**config.mk**
```make
export PLATFORM = sky130hd
export DESIGN_NAME = nss_queue
export DESIGN_NICKNAME = d
export VERILOG_FILES = /design/src/hdl/nss_pkg.sv /design/src/hdl/nss_queue.sv
export SDC_FILE = /design/constraint.sdc
export NUM_CORES = 1
export LEC_CHECK = 0
export BUFFER_PORTS_ARGS = -buffer_cell sky130_fd_sc_hd__buf_4
export CAP_MARGIN = 5
export CORE_UTILIZATION = 50
export CTS_BUF_LIST = sky130_fd_sc_hd__clkbuf_8 sky130_fd_sc_hd__clkbuf_16
export CTS_CLUSTER_SIZE = 14
export DETAILED_ROUTE_END_ITERATION = 12
export PLACE_DENSITY = 0.71
export SLEW_MARGIN = 20
export SYNTH_ARGS = -nofsm -noshare
export SYNTH_HDL_FRONTEND = slang
export SYNTH_SLANG_ARGS = --single-unit
```
**constraint.sdc**
```tcl
create_clock -name clk -period 1.9 [get_ports clk]
set_input_delay 0.38 -clock clk [delete_from_list [all_inputs] [get_ports clk]]
set_output_delay 0.38 -clock clk [all_outputs]
set_load 0.005 [all_outputs]
```
**src/hdl/nss_pkg.sv**
```systemverilog
// Shared types, codes and constants for the scatter store.
// Used by every module of the block; depends on nothing else.
package nss_pkg;

  localparam int DEF_STORE_DEPTH = 4096;
  localparam int DEF_ELEM_WIDTH  = 32;
  localparam int DEF_MAX_RANK    = 4;

  localparam int NUM_DIMS  = 4;
  localparam int RANK_W    = 3;
  localparam int DIM_W     = 13;
  localparam int CIDX_W    = 3;
  localparam int ADDR_IN_W = 12;
  localparam int POS_W     = 12;
  localparam int VAL_W     = 32;
  localparam int INDEX_W   = 64;

  // Strides saturate above the largest store, so the products stay narrow.
  localparam int MAX_STORE_DEPTH = 1048576;
  localparam int STRIDE_W        = $clog2(MAX_STORE_DEPTH) + 2;
  localparam int PROD_W          = DIM_W + STRIDE_W;
  localparam int BASE_W          = PROD_W + 2;
  localparam int LIM_W           = BASE_W + 1;

  // Queue between front and back; pointers wrap naturally at this power of two.
  localparam int QDEPTH   = 4;
  localparam int QPTR_W   = $clog2(QDEPTH);
  localparam int QLEVEL_W = $clog2(QDEPTH + 1);

  typedef enum logic [1:0] {
    REQ_LOAD,
    REQ_SCATTER,
    REQ_READ
  } req_t;

  typedef enum logic [1:0] {
    ST_DONE,
    ST_RANGE,
    ST_INVALID
  } status_t;

  typedef enum logic [1:0] {
    OP_NONE,
    OP_WRITE,
    OP_READ
  } op_kind_t;

  typedef enum logic [CIDX_W-1:0] {
    CFG_DATA_RANK,
    CFG_INDEX_DEPTH,
    CFG_DIM0,
    CFG_DIM1,
    CFG_DIM2,
    CFG_DIM3
  } cfg_reg_t;

  typedef struct packed {
    logic                                busy;
    logic                                ok;
    logic [RANK_W-1:0]                   depth;
    logic [NUM_DIMS-1:0][DIM_W-1:0]      dim;
    logic [NUM_DIMS-1:0][STRIDE_W-1:0]   stride;
  } geo_t;

  function automatic logic [STRIDE_W-1:0] stride_sat(input logic [PROD_W-1:0] p);
    logic [STRIDE_W-1:0] r;
    if (p[PROD_W-1:STRIDE_W] != '0) begin
      r = '1;
    end else begin
      r = p[STRIDE_W-1:0];
    end
    return r;
  endfunction

endpackage

```
**src/hdl/nss_queue.sv**
```systemverilog
// Short FIFO of classified operations between front and back.
// Depends on nss_pkg for its depth.
module nss_queue #(
  parameter int WIDTH = 8
) (
  input  logic                          clk,
  input  logic                          rst,
  input  logic                          push,
  input  logic [WIDTH-1:0]              push_entry,
  input  logic                          pop,
  output logic                          head_valid,
  output logic [WIDTH-1:0]              head_entry,
  output logic [nss_pkg::QLEVEL_W-1:0]  level
);
  import nss_pkg::*;

  logic [WIDTH-1:0]    entries [QDEPTH];
  logic [QPTR_W-1:0]   wr_ptr;
  logic [QPTR_W-1:0]   rd_ptr;
  logic [QLEVEL_W-1:0] level_next;

  assign head_valid = (level != '0);
  assign head_entry = entries[rd_ptr];
  assign level_next = level + QLEVEL_W'(push) - QLEVEL_W'(pop);

  always_ff @(posedge clk) begin
    if (rst) begin
      wr_ptr <= '0;
      rd_ptr <= '0;
      level  <= '0;
    end else begin
      if (push) begin
        wr_ptr <= wr_ptr + QPTR_W'(1);
      end
      if (pop) begin
        rd_ptr <= rd_ptr + QPTR_W'(1);
      end
      level <= level_next;
    end
  end

  always_ff @(posedge clk) begin
    if (push) begin
      entries[wr_ptr] <= push_entry;
    end
  end

endmodule

```
==> metrics.txt, run 1 <==
Hold Path Sink entries[2][6]$_DFFE_PP_; multi-input logic area between 400 and 500 sq um; Max Buffers Root-to-Sink 2; Hold Fails Final Rpt 0; P&R area growth vs syn 20.8%; Peak VDD IR ~0.00065 V; Chip Width 58.4 um; via/cell ratio 4.82; DRT antenna net count 0; max_cap viols 0; design area 1920 sq um; Hold Startpoint push_entry[6]; clk_lat worst skew 0.29 ns; Nets between 100 and 150; Final Power between 2 and 2.5 mW; drt total wl between 2 and 2.5 mm; Detail Placement HPWL roughly 1.6 mm; Setup WS pre-CTS 0.186 ns; Synth cell types 18; max_slew headroom a little over two thirds; Hold Slack 0.285 ns; Setup crit end kind output pin; hold_buf cts 0; Fillers ~230; gp weighted congestion 0.612; Min-Delay Path Class input pin to flip-flop; setup_tns 0 ns; Clock power frac between 30% and 40%; sequential-to-total area share from yosys stat between 70 and 80%; Clk pin slew, worst setup/hold paths about 0.080 ns; R2R Path Start level[0]$_SDFF_PP0_; synthesized area per cell roughly 19 sq um; PD cells about 1100 nW/um^2; Cell Area, Synth around 1600 sq um; initial antenna violation count 0; Worst Setup Slack, final slightly below 0.08 ns; met1 Use GR 19.0%; antenna fix cells 0; Syn Nets 102; core area around 3000 sq um; CTS Buf Count 5; die height 58.4 um; Required @ worst endpoint between 1.5 and 2 ns; status finished, final reports clean; drt drc 0; vias in the first global route between 700 and 800; startpoint types flip-flop; r2r setup slk 0.30 ns; CP arrival 1.44 ns; combinational power share approximately 14%; Final Max Tran Viols 0; GRT met3 Usage ~4.2%; GRT Util Overall between 10% and 20%; Min-Delay Path Depth 1; vias post-DR ~760; Root Buffer clkbuf_8; leakage roughly 0.7 nW; synthesized instance count 83; register area 1140 sq um; CP max FO 8; R2R depth 7; Synth Register Bits 41; row count 20; Initial DRT Pass Iterations 4; Die Area around 3400 sq um; WL per Instance 14.7 um; port bufs 23; busiest grt layer met2; switching power between 0.4 and 0.5 mW; met2 Use GR 25.3%; Cell Chain, Critical Path buf_6, mux4_2, buf_4; global route total overflow 0; Flop pwr share 52.5%; CTS tree built; minimum clock period roughly 1.8 ns; Post-DP Area 1810 sq um; Setup CP Type flip-flop to output pin; YS warnings 0; share of layout cells above drive strength 1 between 30% and 40%; first-pass GRT wire length ~3.6 mm; Initial Util ~53%; I/O pins 24; Final setup viols 0; CTS sink cnt 41; switch share a little over a fifth; Max Freq around 550 MHz; internal power around 1.6 mW; H-tree depth reported by CTS 2; largest net degree at the start of global routing 14; Final Skew around 0.0055 ns; Tightest Pin Transition 0.441 ns; Crit-path slowest cell mux4_2; crit-path max cell delay 0.52 ns; part of the cycle the worst path needs between 90% and 100%; Worst R2R End level[2]$_SDFF_PP0_; iteration-0 DRC count of the detailed router 18; RSZ-0062 raised after global routing false
## cells by family (layout without fill, tap and decap cells)
| family | after synthesis | after routing | share of synthesized area (%) |
|---|---|---|---|
| compound gates | 2 | 2 | 0.943 |
| xor+xnor | 3 | 3 | 2.59 |
| fa+ha+maj | 7 | 7 | 5.97 |
| buf+inv | 8 | 38 | 2.44 |
| flops | 41 | 41 | 71.7 |
| mux | 9 | 9 | 11.9 |
| simple gates | 13 | 13 | 4.40 |
## worst max path at each step
stage,endpoint,slack (ns),cells after the start
CTS,head_entry[5],0.02,3
floorplan,level[2]$_SDFF_PP0_,0.37,6
global route,head_entry[2],0.002,3
finish,head_entry[7],0.08,3
detailed placement,level[2]$_SDFF_PP0_,0.19,7
global placement,level[2]$_SDFF_PP0_,0.21,7
## power groups by stage
stage	logic [mW]	registers (mW)	clock network, mW
after global routing	0.325	1.07	0.714
after detailed placement	0.299	1.09	0
after floorplan	0.172	1.08	0
after CTS	0.300	1.07	0.680
after global placement	0.292	1.08	0
final	0.294	1.07	0.671
## critical path: cells and delay by family (launching register included)
family	cells	cell delay, ns
buffers and inverters	2	0.31
flip-flops	1	0.32
multiplexers	1	0.52
## synth_stat cells
master | instances | area [sq um]
edfxtp_1 | 32 | 961
mux2i_1 | 1 | 10.0
a21oi_1 | 1 | 5.00
fa_1 | 1 | 20.0
and2_1 | 4 | 25.0
nand3b_1 | 1 | 7.51
inv_1 | 6 | 22.5
ha_1 | 6 | 75.1
clkbuf_2 | 1 | 5.00
xnor2_1 | 2 | 17.5
a21bo_2 | 1 | 10.0
mux4_2 | 8 | 180
nor2_1 | 5 | 18.8
xor3_1 | 1 | 23.8
dfxtp_1 | 9 | 180
buf_6 | 1 | 11.3
or3_1 | 1 | 6.26
nor2b_1 | 2 | 12.5
## per-stage QoR
stage | instances | utilization [%]
after floorplan | 83 | -
after global placement | 149 | 59.8
after detailed placement | 149 | 59.8
after CTS | 157 | 63.3
after global routing | 157 | 63.5
final | 157 | 63.5
## layout by cell type (no fill, tap or decap), types with 2 or more instances in the layout
cell type   n
edfxtp_1   32
ha_1        6
and2_1      4
nor2_1      5
clkbuf_8    5
mux4_2      8
xnor2_1     2
buf_4      23
dfxtp_1     9
nor2b_1     2
inv_1       7
## layout make-up
cell class / count / share of cell area, %
tap: 44 / 2.86
clock buffer: 5 / 3.58
clock inverter: 3 / 2.02
timing repair buffer: 24 / 9.57
inverter: 6 / 1.17
sequential: 41 / 59.4
multi-input combinational: 34 / 21.4
## state kept, by name, summed over array words and instances (netlist names), named ones only
signal	flops
level	3
rd_ptr	2
wr_ptr	2
entries	32
## what timing repair did
action | in CTS | in global routing
endpoints found under the setup margin | 0 | 8
buffers inserted | 0 | 0
resized for setup | 0 | 1
## layer usage
layer  up-vias  share of wire (%)
met5         -                  0
met4         0                1.9
met3         5                4.1
met2        19                 48
met1       367                 46
li1        365                  -
Note: power is estimated with default switching activity, not from simulation.
==> run 2, diff against run 1 <==
ABC_AREA = 1   (was unset)
==> run 2 against run 1 <==
Power is 7.4% lower; clock skew decreased by 0.0019 ns; sequential cell count stayed put; utilization shrank 0.22 points; critical path type unchanged; largest cell class unchanged.
==> metrics.txt, run 2 <==
status finished, final reports clean; Post-synth EDFFs 32; part of the cycle the worst path needs 88.0%; R2R depth 7; Synth Register Bits roughly 40; CP arrival about 1.3 ns; port bufs 23; Hold Fails Final Rpt 0; Root Buffer clkbuf_8; Flop pwr share a little under three fifths; clk_lat worst skew about 0.28 ns; Post-synth top cells edfxtp_1 (32), inv_1 (32), nand2_1 (24); Largest regs entries: 32 flops, level: 3 flops; internal power roughly 1.4 mW; Clk pin slew, worst setup/hold paths 0.07 ns; leakage approximately 0.87 nW; I/O pins 24; CTS tree built; Tightest Pin Transition roughly 0.38 ns; Post-DP Area 1900 sq um; global route total overflow 0; Chip Width 60.6 um; Setup CP Type flip-flop to output pin; H-tree depth reported by CTS 2; post-synthesis xor/xnor area fraction 0%; Synth Area in Compound Gates 11.3%; switching power around 0.44 mW; main combinational cell family by area after synthesis compound AO/OA/AOI/OAI gates; Top FF cell, synth edfxtp_1; largest reg by FF count entries; PD cells approximately 940 nW/um^2; max_cap viols 0; Max Buffers Root-to-Sink 2; GRT Util Overall a little under a fifth; Nets between 150 and 200; WL per Instance 12.3 um; drt drc 0; Final Power between 1.5 and 2 mW; switch share a little under a quarter; RSZ-0062 raised after global routing false; largest net degree at the start of global routing 33; vias in the first global route roughly 1100; die height between 60 and 70 um; Cell Area, Synth between 1500 and 2000 sq um; startpoint types flip-flop; post-CTS sizing 0; design area 1990 sq um; core area 3150 sq um; vias post-DR ~1100; Setup Fix Bufs, Post-CTS 0; Max Freq about 600 MHz; Final setup viols 0; most common cell after layout, fill and taps aside inv_1; Required @ worst endpoint 1.52 ns; DRT antenna net count 0; Syn Nets 167; r2r setup slk 0.34 ns; Initial Util around 54%; max_slew headroom 74.8%; top cell type's share of synthesized area a little under three fifths; P&R area growth vs syn 16.4%; Hold Slack ~0.27 ns; final std cells w/o fill 220; antenna fix cells 0; mux share of post-synthesis cell area 0%; CTS Buf Count 5; sequential-to-total area share from yosys stat 66.6%; minimum clock period 1.67 ns; biggest area consumer among synthesized cells edfxtp_1; setup_tns 0 ns; first-pass GRT wire length around 4.7 mm; Worst R2R End level[2]$_SDFF_PP0_; combinational power share approximately 15%; Min-Delay Path Class input pin to flip-flop; via/cell ratio slightly below 5; row count 20; Synth cell types 15; initial antenna violation count 0; Setup crit end kind output pin; Placed Instances roughly 210; hold_buf cts 0; Synth Area in Adders between 5 and 6%; R2R Path Start level[0]$_SDFF_PP0_; Final Skew 0.00357 ns; max reg flops 32; CTS sink cnt 41; synthesized area per cell 11.6 sq um; most frequent cells in the layout inv_1 (34), edfxtp_1 (32), buf_4 (25), nand2_1 (24), a21oi_1 (13); crit path to head_entry[0]; share of layout cells above drive strength 1 between 10% and 20%; gp weighted congestion 0.756; Peak VDD IR around 0.00042 V; iteration-0 DRC count of the detailed router 27; Detail Placement HPWL just under 2 mm; Clock power frac slightly below 30%; simple-gate share of the synthesized area around 6.5%; YS warnings 0; Die Area 3670 sq um; CP max FO 32; post-synthesis async set-or-reset flop share 0%; Initial DRT Pass Iterations 4; Synth area leaders edfxtp_1 (56%), dfxtp_1 (11%), inv_1 (7.0%), nand2_1 (5.3%), ha_1 (4.4%); synthesized instance count about 150; drt total wl 2.71 mm; Final Max Tran Viols 0
## run 2: kinds of logic after synthesis
group                      count (synthesis)
DFF                                       41
buffers and inverters                     37
adders and majority gates                  7
AOI/OAI and AO/OA                         34
and+or+nand+nor                           29
## run 2: worst min path at each step
| stage | cells after the start | from | end |
|---|---|---|---|
| global placement | 2 | rd_ptr[1]$_SDFFE_PP0P_ | rd_ptr[1]$_SDFFE_PP0P_ |
| finish | 2 | rst | level[0]$_SDFF_PP0_ |
| global route | 2 | rst | level[0]$_SDFF_PP0_ |
| detailed placement | 2 | rd_ptr[1]$_SDFFE_PP0P_ | rd_ptr[1]$_SDFFE_PP0P_ |
| CTS | 2 | rst | level[0]$_SDFF_PP0_ |
| floorplan | 2 | rd_ptr[1]$_SDFFE_PP0P_ | flip-flop |
## run 2: final cells by class
cell class              instances  area [sq um]
inverters                      32           120
clock inverters                 2          7.51
fillers                       267          1160
repair buffers                 25           188
well taps                      44          55.1
multi-input cells              70           400
flip-flops and latches         41          1140
clock buffers                   6          82.6
## run 2: metal layers
layer | GRT usage, % | routed length (um) | part of all wire, % | vias up
met1 | 21.4 | 1170 | 43 | 505
met4 | 8.77 | 34 | 1.3 | 0
li1 | - | - | - | 540
met2 | 31.1 | 1420 | 52 | 17
met3 | 4.26 | 89 | 3.3 | 5
met5 | 0 | 0 | 0 | -
## run 2: stage by stage
step | setup WS [ns] | utilization, %
3_5_place_dp | 0.214 | 60.4
4_1_cts | 0.221 | 63.3
2_1_floorplan | 0.414 | -
5_1_grt | 0.100 | 63.3
3_3_place_gp | 0.250 | 60.4
6_report | 0.228 | 63.3
## run 2: power groups by stage
stage	registers, mW	clock network [mW]	logic, mW
after floorplan	1.07	0	0.160
after global placement	1.06	0	0.273
after detailed placement	1.07	0	0.289
after CTS	1.05	0.567	0.290
after global routing	1.05	0.607	0.335
final	1.05	0.549	0.285
## run 2: critical path, stage by stage (launching register included)
cell     delay [ns]
dfxtp_1        0.31
buf_4          0.29
a21oi_1        0.12
o21ai_0        0.08
nand2_1        0.08
buf_4          0.14
