==> config.mk <==
export PLATFORM = sky130hd
export DESIGN_NAME = nss_front
export DESIGN_NICKNAME = d
export VERILOG_FILES = /design/src/hdl/nss_pkg.sv /design/src/hdl/nss_front.sv
export SDC_FILE = /design/constraint.sdc
export NUM_CORES = 2
export LEC_CHECK = 0
export BUFFER_PORTS_ARGS = -buffer_cell sky130_fd_sc_hd__buf_2
export CAP_MARGIN = 40
export CORE_MARGIN = 3
export CORE_UTILIZATION = 35
export DETAILED_ROUTE_END_ITERATION = 16
export MAX_ROUTING_LAYER = met4
export PLACE_DENSITY = 0.57
export SLEW_MARGIN = 20
export SYNTH_ARGS = -nofsm -noshare
export SYNTH_HDL_FRONTEND = slang
export SYNTH_SLANG_ARGS = --single-unit
==> constraint.sdc <==
create_clock -name clk -period 8.3 [get_ports clk]
set_input_delay 0.83 -clock clk [delete_from_list [all_inputs] [get_ports clk]]
set_output_delay 0.83 -clock clk [all_outputs]
set_load 0.02 [all_outputs]
==> src/hdl/nss_pkg.sv <==
// Shared types, codes and constants for the scatter store.
// Used by every module of the block; depends on nothing else.
package nss_pkg;

  localparam int DEF_STORE_DEPTH = 4096;
  localparam int DEF_ELEM_WIDTH  = 32;
  localparam int DEF_MAX_RANK    = 4;

  localparam int NUM_DIMS  = 4;
  localparam int RANK_W    = 3;
  localparam int DIM_W     = 13;
  localparam int CIDX_W    = 3;
  localparam int ADDR_IN_W = 12;
  localparam int POS_W     = 12;
  localparam int VAL_W     = 32;
  localparam int INDEX_W   = 64;

  // Strides saturate above the largest store, so the products stay narrow.
  localparam int MAX_STORE_DEPTH = 1048576;
  localparam int STRIDE_W        = $clog2(MAX_STORE_DEPTH) + 2;
  localparam int PROD_W          = DIM_W + STRIDE_W;
  localparam int BASE_W          = PROD_W + 2;
  localparam int LIM_W           = BASE_W + 1;

  // Queue between front and back; pointers wrap naturally at this power of two.
  localparam int QDEPTH   = 4;
  localparam int QPTR_W   = $clog2(QDEPTH);
  localparam int QLEVEL_W = $clog2(QDEPTH + 1);

  typedef enum logic [1:0] {
    REQ_LOAD,
    REQ_SCATTER,
    REQ_READ
  } req_t;

  typedef enum logic [1:0] {
    ST_DONE,
    ST_RANGE,
    ST_INVALID
  } status_t;

  typedef enum logic [1:0] {
    OP_NONE,
    OP_WRITE,
    OP_READ
  } op_kind_t;

  typedef enum logic [CIDX_W-1:0] {
    CFG_DATA_RANK,
    CFG_INDEX_DEPTH,
    CFG_DIM0,
    CFG_DIM1,
    CFG_DIM2,
    CFG_DIM3
  } cfg_reg_t;

  typedef struct packed {
    logic                                busy;
    logic                                ok;
    logic [RANK_W-1:0]                   depth;
    logic [NUM_DIMS-1:0][DIM_W-1:0]      dim;
    logic [NUM_DIMS-1:0][STRIDE_W-1:0]   stride;
  } geo_t;

  function automatic logic [STRIDE_W-1:0] stride_sat(input logic [PROD_W-1:0] p);
    logic [STRIDE_W-1:0] r;
    if (p[PROD_W-1:STRIDE_W] != '0) begin
      r = '1;
    end else begin
      r = p[STRIDE_W-1:0];
    end
    return r;
  endfunction

endpackage

==> src/hdl/nss_front.sv <==
// Front end: accepts requests, checks indices, forms the element address
// and classifies each request into a store operation. Depends on nss_pkg.
module nss_front #(
  parameter int STORE_DEPTH = nss_pkg::DEF_STORE_DEPTH,
  localparam int AW         = $clog2(STORE_DEPTH)
) (
  input  logic                              clk,
  input  logic                              rst,
  input  nss_pkg::geo_t                     geo,
  input  logic [nss_pkg::QLEVEL_W-1:0]      q_level,
  input  logic                              in_valid,
  output logic                              in_stall,
  input  logic [1:0]                        req_type,
  input  logic [nss_pkg::ADDR_IN_W-1:0]     elem_address,
  input  logic [nss_pkg::VAL_W-1:0]         elem_value,
  input  logic signed [nss_pkg::INDEX_W-1:0] index_0,
  input  logic signed [nss_pkg::INDEX_W-1:0] index_1,
  input  logic signed [nss_pkg::INDEX_W-1:0] index_2,
  input  logic signed [nss_pkg::INDEX_W-1:0] index_3,
  input  logic [nss_pkg::POS_W-1:0]         slice_position,
  output logic                              push,
  output nss_pkg::op_kind_t                 push_kind,
  output nss_pkg::status_t                  push_status,
  output logic [AW-1:0]                     push_addr,
  output logic [nss_pkg::VAL_W-1:0]         push_data
);
  import nss_pkg::*;

  logic                  accept;
  logic [INDEX_W-1:0]    idx [NUM_DIMS];
  logic [NUM_DIMS-1:0][PROD_W-1:0] prod_next;
  logic                  idx_bad_next;
  logic [BASE_W-1:0]     base_next;
  logic [QLEVEL_W-1:0]   in_flight;

  // Stage 1 registers
  logic                  s1_valid;
  logic [1:0]            s1_req;
  logic                  s1_in_range;
  logic [ADDR_IN_W-1:0]  s1_addr;
  logic [VAL_W-1:0]      s1_data;
  logic [POS_W-1:0]      s1_pos;
  logic [STRIDE_W-1:0]   s1_slice_len;
  logic                  s1_cfg_ok;
  logic                  s1_idx_bad;
  logic [NUM_DIMS-1:0][PROD_W-1:0] s1_prod;

  // Stage 2 registers
  logic                  s2_valid;
  logic [1:0]            s2_req;
  logic                  s2_in_range;
  logic [ADDR_IN_W-1:0]  s2_addr;
  logic [VAL_W-1:0]      s2_data;
  logic [POS_W-1:0]      s2_pos;
  logic [STRIDE_W-1:0]   s2_slice_len;
  logic                  s2_cfg_ok;
  logic                  s2_idx_bad;
  logic [BASE_W-1:0]     s2_base;

  logic [LIM_W-1:0]      lim;

  // Hold input while strides rebuild or the queue could not take every beat in flight.
  assign in_flight = q_level + QLEVEL_W'(s1_valid) + QLEVEL_W'(s2_valid);
  assign in_stall  = geo.busy || (in_flight >= QLEVEL_W'(QDEPTH));
  assign accept    = in_valid && !in_stall;

  assign idx[0] = index_0;
  assign idx[1] = index_1;
  assign idx[2] = index_2;
  assign idx[3] = index_3;

  always_comb begin
    idx_bad_next = 1'b0;
    for (int d = 0; d < NUM_DIMS; d++) begin
      if (RANK_W'(d) < geo.depth) begin
        if (idx[d][INDEX_W-1:DIM_W] != '0 || idx[d][DIM_W-1:0] >= geo.dim[d]) begin
          idx_bad_next = 1'b1;
        end
        prod_next[d] = PROD_W'(idx[d][DIM_W-1:0]) * PROD_W'(geo.stride[d]);
      end else begin
        prod_next[d] = '0;
      end
    end
  end

  always_comb begin
    base_next = '0;
    for (int d = 0; d < NUM_DIMS; d++) begin
      base_next = base_next + BASE_W'(s1_prod[d]);
    end
  end

  always_ff @(posedge clk) begin
    if (rst) begin
      s1_valid <= 1'b0;
      s2_valid <= 1'b0;
    end else begin
      s1_valid <= accept;
      s2_valid <= s1_valid;
    end
  end

  always_ff @(posedge clk) begin
    if (accept) begin
      s1_req       <= req_type;
      s1_in_range  <= (32'(elem_address) < 32'(STORE_DEPTH));
      s1_addr      <= elem_address;
      s1_data      <= elem_value;
      s1_pos       <= slice_position;
      s1_slice_len <= geo.stride[2'(geo.depth - RANK_W'(1))];
      s1_cfg_ok    <= geo.ok;
      s1_idx_bad   <= idx_bad_next;
      s1_prod      <= prod_next;
    end
    s2_req       <= s1_req;
    s2_in_range  <= s1_in_range;
    s2_addr      <= s1_addr;
    s2_data      <= s1_data;
    s2_pos       <= s1_pos;
    s2_slice_len <= s1_slice_len;
    s2_cfg_ok    <= s1_cfg_ok;
    s2_idx_bad   <= s1_idx_bad;
    s2_base      <= base_next;
  end

  assign lim = LIM_W'(s2_base) + LIM_W'(s2_slice_len);

  // Classify: the order of checks sets which status wins.
  always_comb begin
    push        = s2_valid;
    push_kind   = OP_NONE;
    push_status = ST_DONE;
    push_addr   = AW'(s2_addr);
    push_data   = s2_data;
    case (req_t'(s2_req))
      REQ_LOAD, REQ_READ: begin
        if (s2_in_range) begin
          push_kind = (req_t'(s2_req) == REQ_LOAD) ? OP_WRITE : OP_READ;
        end else begin
          push_status = ST_RANGE;
        end
      end
      REQ_SCATTER: begin
        if (!s2_cfg_ok) begin
          push_status = ST_INVALID;
        end else if (s2_idx_bad) begin
          push_status = ST_RANGE;
        end else if (STRIDE_W'(s2_pos) >= s2_slice_len) begin
          push_status = ST_INVALID;
        end else if (lim > LIM_W'(STORE_DEPTH)) begin
          push_status = ST_RANGE;
        end else begin
          push_kind = OP_WRITE;
          push_addr = AW'(s2_base + BASE_W'(s2_pos));
        end
      end
      default: begin
        push_status = ST_INVALID;
      end
    endcase
  end

endmodule

==> reports/metrics.csv <==
stage,metric,value,unit
outcome,status,completed,
worst_setup_path,CP cell instances,buf_2 -> and2_1 -> fa_1 -> inv_1 -> fa_1 -> inv_1 -> fa_1 -> fa_1 -> inv_1 -> fa_1 -> inv_1 -> ha_1 -> a2111oi_0 -> o21ai_0 -> a41oi_1 -> o21ai_0 -> and2_1 -> a311oi_1 -> o21ai_0 -> xnor2_1 -> nor2_1,
placement,Buffers on Ports,514,
finish,share of cells above drive strength 1,11.1,%
job,max-capacitance violation count,0,
detailed_routing,WL final,159000,um
synth,Yosys cell types,98,
worst_setup_path,Worst path most repeated cell,fa_1,
detailed_routing,initial drt markers,2565,
synth,Post-Synth Adder-Cell Area,45.8,%
worst_setup_path,Worst Path Max Fanout,23,
timing,final setup TNS,0,ns
clock_network,post-cts resize count,0,
timing,clk_skew,0.0457,ns
pwr,pwr/cell area,448,nW/um2
worst_setup_path,R2R Setup Slk,3.53,ns
clock_network,Worst-path clk slew,0.06,ns
synth,"FFs w/ async S/R, synth",0,%
timing,fmax,150,MHz
worst_hold_path,hold wc startpoint,s1_data[26]$_DFFE_PP_,
worst_setup_path,worst-case reg-to-reg path depth,15,
floorplanning,# rows,143,
synth,Synth Register Bits,343,
detailed_routing,Residual DRC,0,
pwr,sequential share of power,12.2,%
pwr,power share of the clock group,7.4,%
synth,Post-Synth XOR/XNOR Area,2.55,%
worst_hold_path,Hold WC Path Type,reg2reg,
pwr,net switching power,0.0137,W
clock_network,TritonCTS Buffers,43,
worst_setup_path,critical path's slowest cell,a41oi_1,
detailed_routing,Vias,40600,
global_routing,GR Util All Layers,20.7,%
clock_network,H-tree depth,2,
floorplanning,CORE AREA,153000,um2
clock_network,CTS root buf,clkbuf_16,
clock_network,clock sink count,343,
timing,Final Hold Viols,0,
synth,Mapped Area,54000,um2
floorplanning,Starting Density,35.4,%
clock_network,CTS tree,yes,
pwr,internal power,0.0131,W
synth,synthesized area per cell,9.43,um2
timing,period utilisation layout,80.2,%
global_routing,vias in the first global route,42800,
worst_setup_path,Crit path buffers/inverters,5,
timing,hold slack,0.336,ns
detailed_routing,drt wl/cell,19.5,um
worst_setup_path,Crit Reg-Reg Endpoint,s2_base[35]$_DFF_P_,
pwr,Gate power share,80.4,%
pwr,Leak,29.3,nW
synth,syn nets,7594,
timing,"Setup violations, final",0,
synth,"EDFF count, synth",222,
global_routing,largest net degree at the start of global routing,146,
clock_network,cts hold-fix bufs,0,
pwr,VDD IR-drop max,0.400,mV
clock_network,setup bufs post-CTS,0,
worst_setup_path,Critical Path Sink,s1_prod[61]$_SDFFCE_PP0P_,
worst_setup_path,Worst Path Arrival,6.95,ns
finish,nets,7934,
synth,compound-cell area share of the yosys netlist,7.01,%
global_routing,first-pass GRT wire length,247000,um
detailed_routing,post-DR vias/cell,4.99,
timing,RSZ-0062 raised after global routing,no,
worst_setup_path,Worst path max stage delay,0.57,ns
synth,Post-Synthesis Cells,5723,
detailed_routing,Routed Antenna Nets,0,
worst_setup_path,Reg-to-Reg Start,s1_prod[71]$_SDFFCE_PP0P_,
worst_setup_path,critical path launch point type,input port,
synth,Ys Warns,0,
worst_setup_path,crit path launch,index_1[1],
global_routing,antenna violations before repair,22,
clock_network,worst-case clock buffer depth,3,
worst_setup_path,CP endpoint kind,flip-flop,
floorplanning,IO Pins,515,
synth,register area share after synthesis,16.8,%
placement,Routability Congestion,0.918,
synth,largest family of logic cells by synthesized area,adder cells,
worst_setup_path,cell family with most CP delay,adder cells,
floorplanning,Die H,399,um
finish,"Area growth, synth to finish",10.9,%
placement,Post-DP HPWL,129000,um
timing,fin crit period,6.66,ns
timing,Slew HR,37.7,%
worst_setup_path,CP Depth,21,
pwr,total power,0.0268,W
worst_setup_path,WP data required,8.59,ns
timing,Worst Tran Pin Value,0.935,ns
placement,DP Worst Slack,1.16,ns
clock_network,"Clk Latency, worst-skew pair",0.60,ns
synth,most common flop cell mapped by yosys,edfxtp_1,
floorplanning,DIE AREA,159000,um2
global_routing,GRT overflow,0,
synth,post-synthesis mux area share,1.30,%
pwr,Sw Share,51.0,%
timing,minimum setup slack in the final design,1.64,ns
floorplanning,Die Wd,399,um
timing,"Slew Viols, Final",0,
detailed_routing,DRT Pass-1 Iters,5,
synth,simple-gate area share of the yosys netlist,16.3,%
worst_setup_path,Setup CP Type,in2reg,
finish,Final Util,39.2,%
==> final cells by class <==
cell class                 count  area (um2)
clock inverter                28         330
tap                         2030        2540
antenna                        8        20.0
sequential                   343        9090
inverter                    1211        4550
multi-input combinational   3938       39400
clock buffer                  50        1180
fill                       15300       92800
timing repair buffer         526        2700
==> worst min path at each step <==
stage                               end  cells past startpoint
2_1_floorplan      push_data[0]$_DFF_P_                      0
3_3_place_gp       push_data[7]$_DFF_P_                      0
3_5_place_dp      push_data[16]$_DFF_P_                      0
4_1_cts        s2_slice_len[19]$_DFF_P_                      0
5_1_grt           push_data[11]$_DFF_P_                      0
6_report          push_data[26]$_DFF_P_                      0
==> stage by stage <==
step,cell area [um2],cells
6_report,59800,8134
4_1_cts,59800,8125
5_1_grt,59800,8130
3_3_place_gp,58200,8044
3_5_place_dp,58300,8047
2_1_floorplan,54000,5723
==> registers in the layout, summed over array words and instances (netlist names) <==
signal        count
s2_cfg_ok         1
s2_pos           12
s1_prod         140
s1_idx_bad        1
s2_slice_len     22
push              1
s2_addr          12
s1_cfg_ok         1
push_data        32
s1_valid          1
s2_req            2
s1_pos           12
s1_req            2
s1_data          32
s1_slice_len     22
s1_addr          12
s2_idx_bad        1
s2_base          37
==> cells in the mapped netlist, drive strengths merged, types with 11 or more instances <==
library cell  number  share of area, %
nand4             43              0.52
and3              28              0.35
o21bai            33              0.46
nand2b            27              0.31
clkbuf           216               1.5
o21ai             96              0.90
xnor2            100               1.6
dfxtp            121               4.5
o211ai            13              0.18
a21oi            164               1.6
buf               15              0.19
xor2              57              0.93
edfxtp           222                12
o21a              29              0.40
nor3              36              0.35
nor2             169               1.2
or3               11              0.13
and2             532               6.2
nand3             42              0.39
a21o              92               1.3
nor4              63              0.74
a31oi             19              0.23
mux4              22              0.92
mux2              11              0.29
a211oi            20              0.29
ha               454                11
inv             1211               8.4
fa               952                35
nor2b             29              0.35
nand2            749               5.2
==> layer usage <==
metal | global-route usage (%) | vias to the layer above | part of all wire, % | routed length [um]
li1 | - | 18400 | - | -
met1 | 26.3 | 20700 | 42 | 66900
met2 | 35.2 | 1298 | 49 | 78000
met3 | 1.99 | 190 | 5.4 | 8580
met4 | 5.90 | 0 | 3.4 | 5330
met5 | - | - | 0 | 0
==> kinds of logic after synthesis <==
group,after synthesis
and+or+nand+nor,1770
buffers and inverters,1442
adders and majority gates,1406
AOI/OAI and AO/OA,567
DFF,343
xor gates and xnor gates,157
muxes,38
==> cells in the final DEF (no fill, tap or decap), types with 8 or more instances in the layout <==
cell          n
a21oi_1     158
buf_2       514
and2_1      530
and4_1        8
a211oi_1     19
nor2_1      165
o31ai_1      10
dfxtp_1     121
xnor2_1     100
nand4_1      41
nor2b_1      28
nand3_1      42
fa_1        952
o21ai_0      91
o21bai_1     33
buf_4         8
mux4_2       22
mux2_4        9
nand2b_1     27
ha_1        454
diode_2       8
a2111oi_0     8
or3_1        11
a21o_1       91
o21a_1       29
nor3_1       34
inv_1      1211
nor4_1       62
nand2_1     749
xor2_1       57
o211ai_1     13
clkbuf_16    46
a31oi_1      18
and3_1       24
edfxtp_1    222
==> power by group through the flow <==
stage / Clock, W / Combinational [W] / Sequential [W]
2_1_floorplan: 0 / 0.0163 / 0.00305
6_report: 0.00199 / 0.0216 / 0.00327
3_3_place_gp: 0 / 0.0212 / 0.00331
3_5_place_dp: 0 / 0.0214 / 0.00331
4_1_cts: 0.00203 / 0.0216 / 0.00328
5_1_grt: 0.00210 / 0.0244 / 0.00330
No activity file was read; power rests on OpenSTA's default activity.
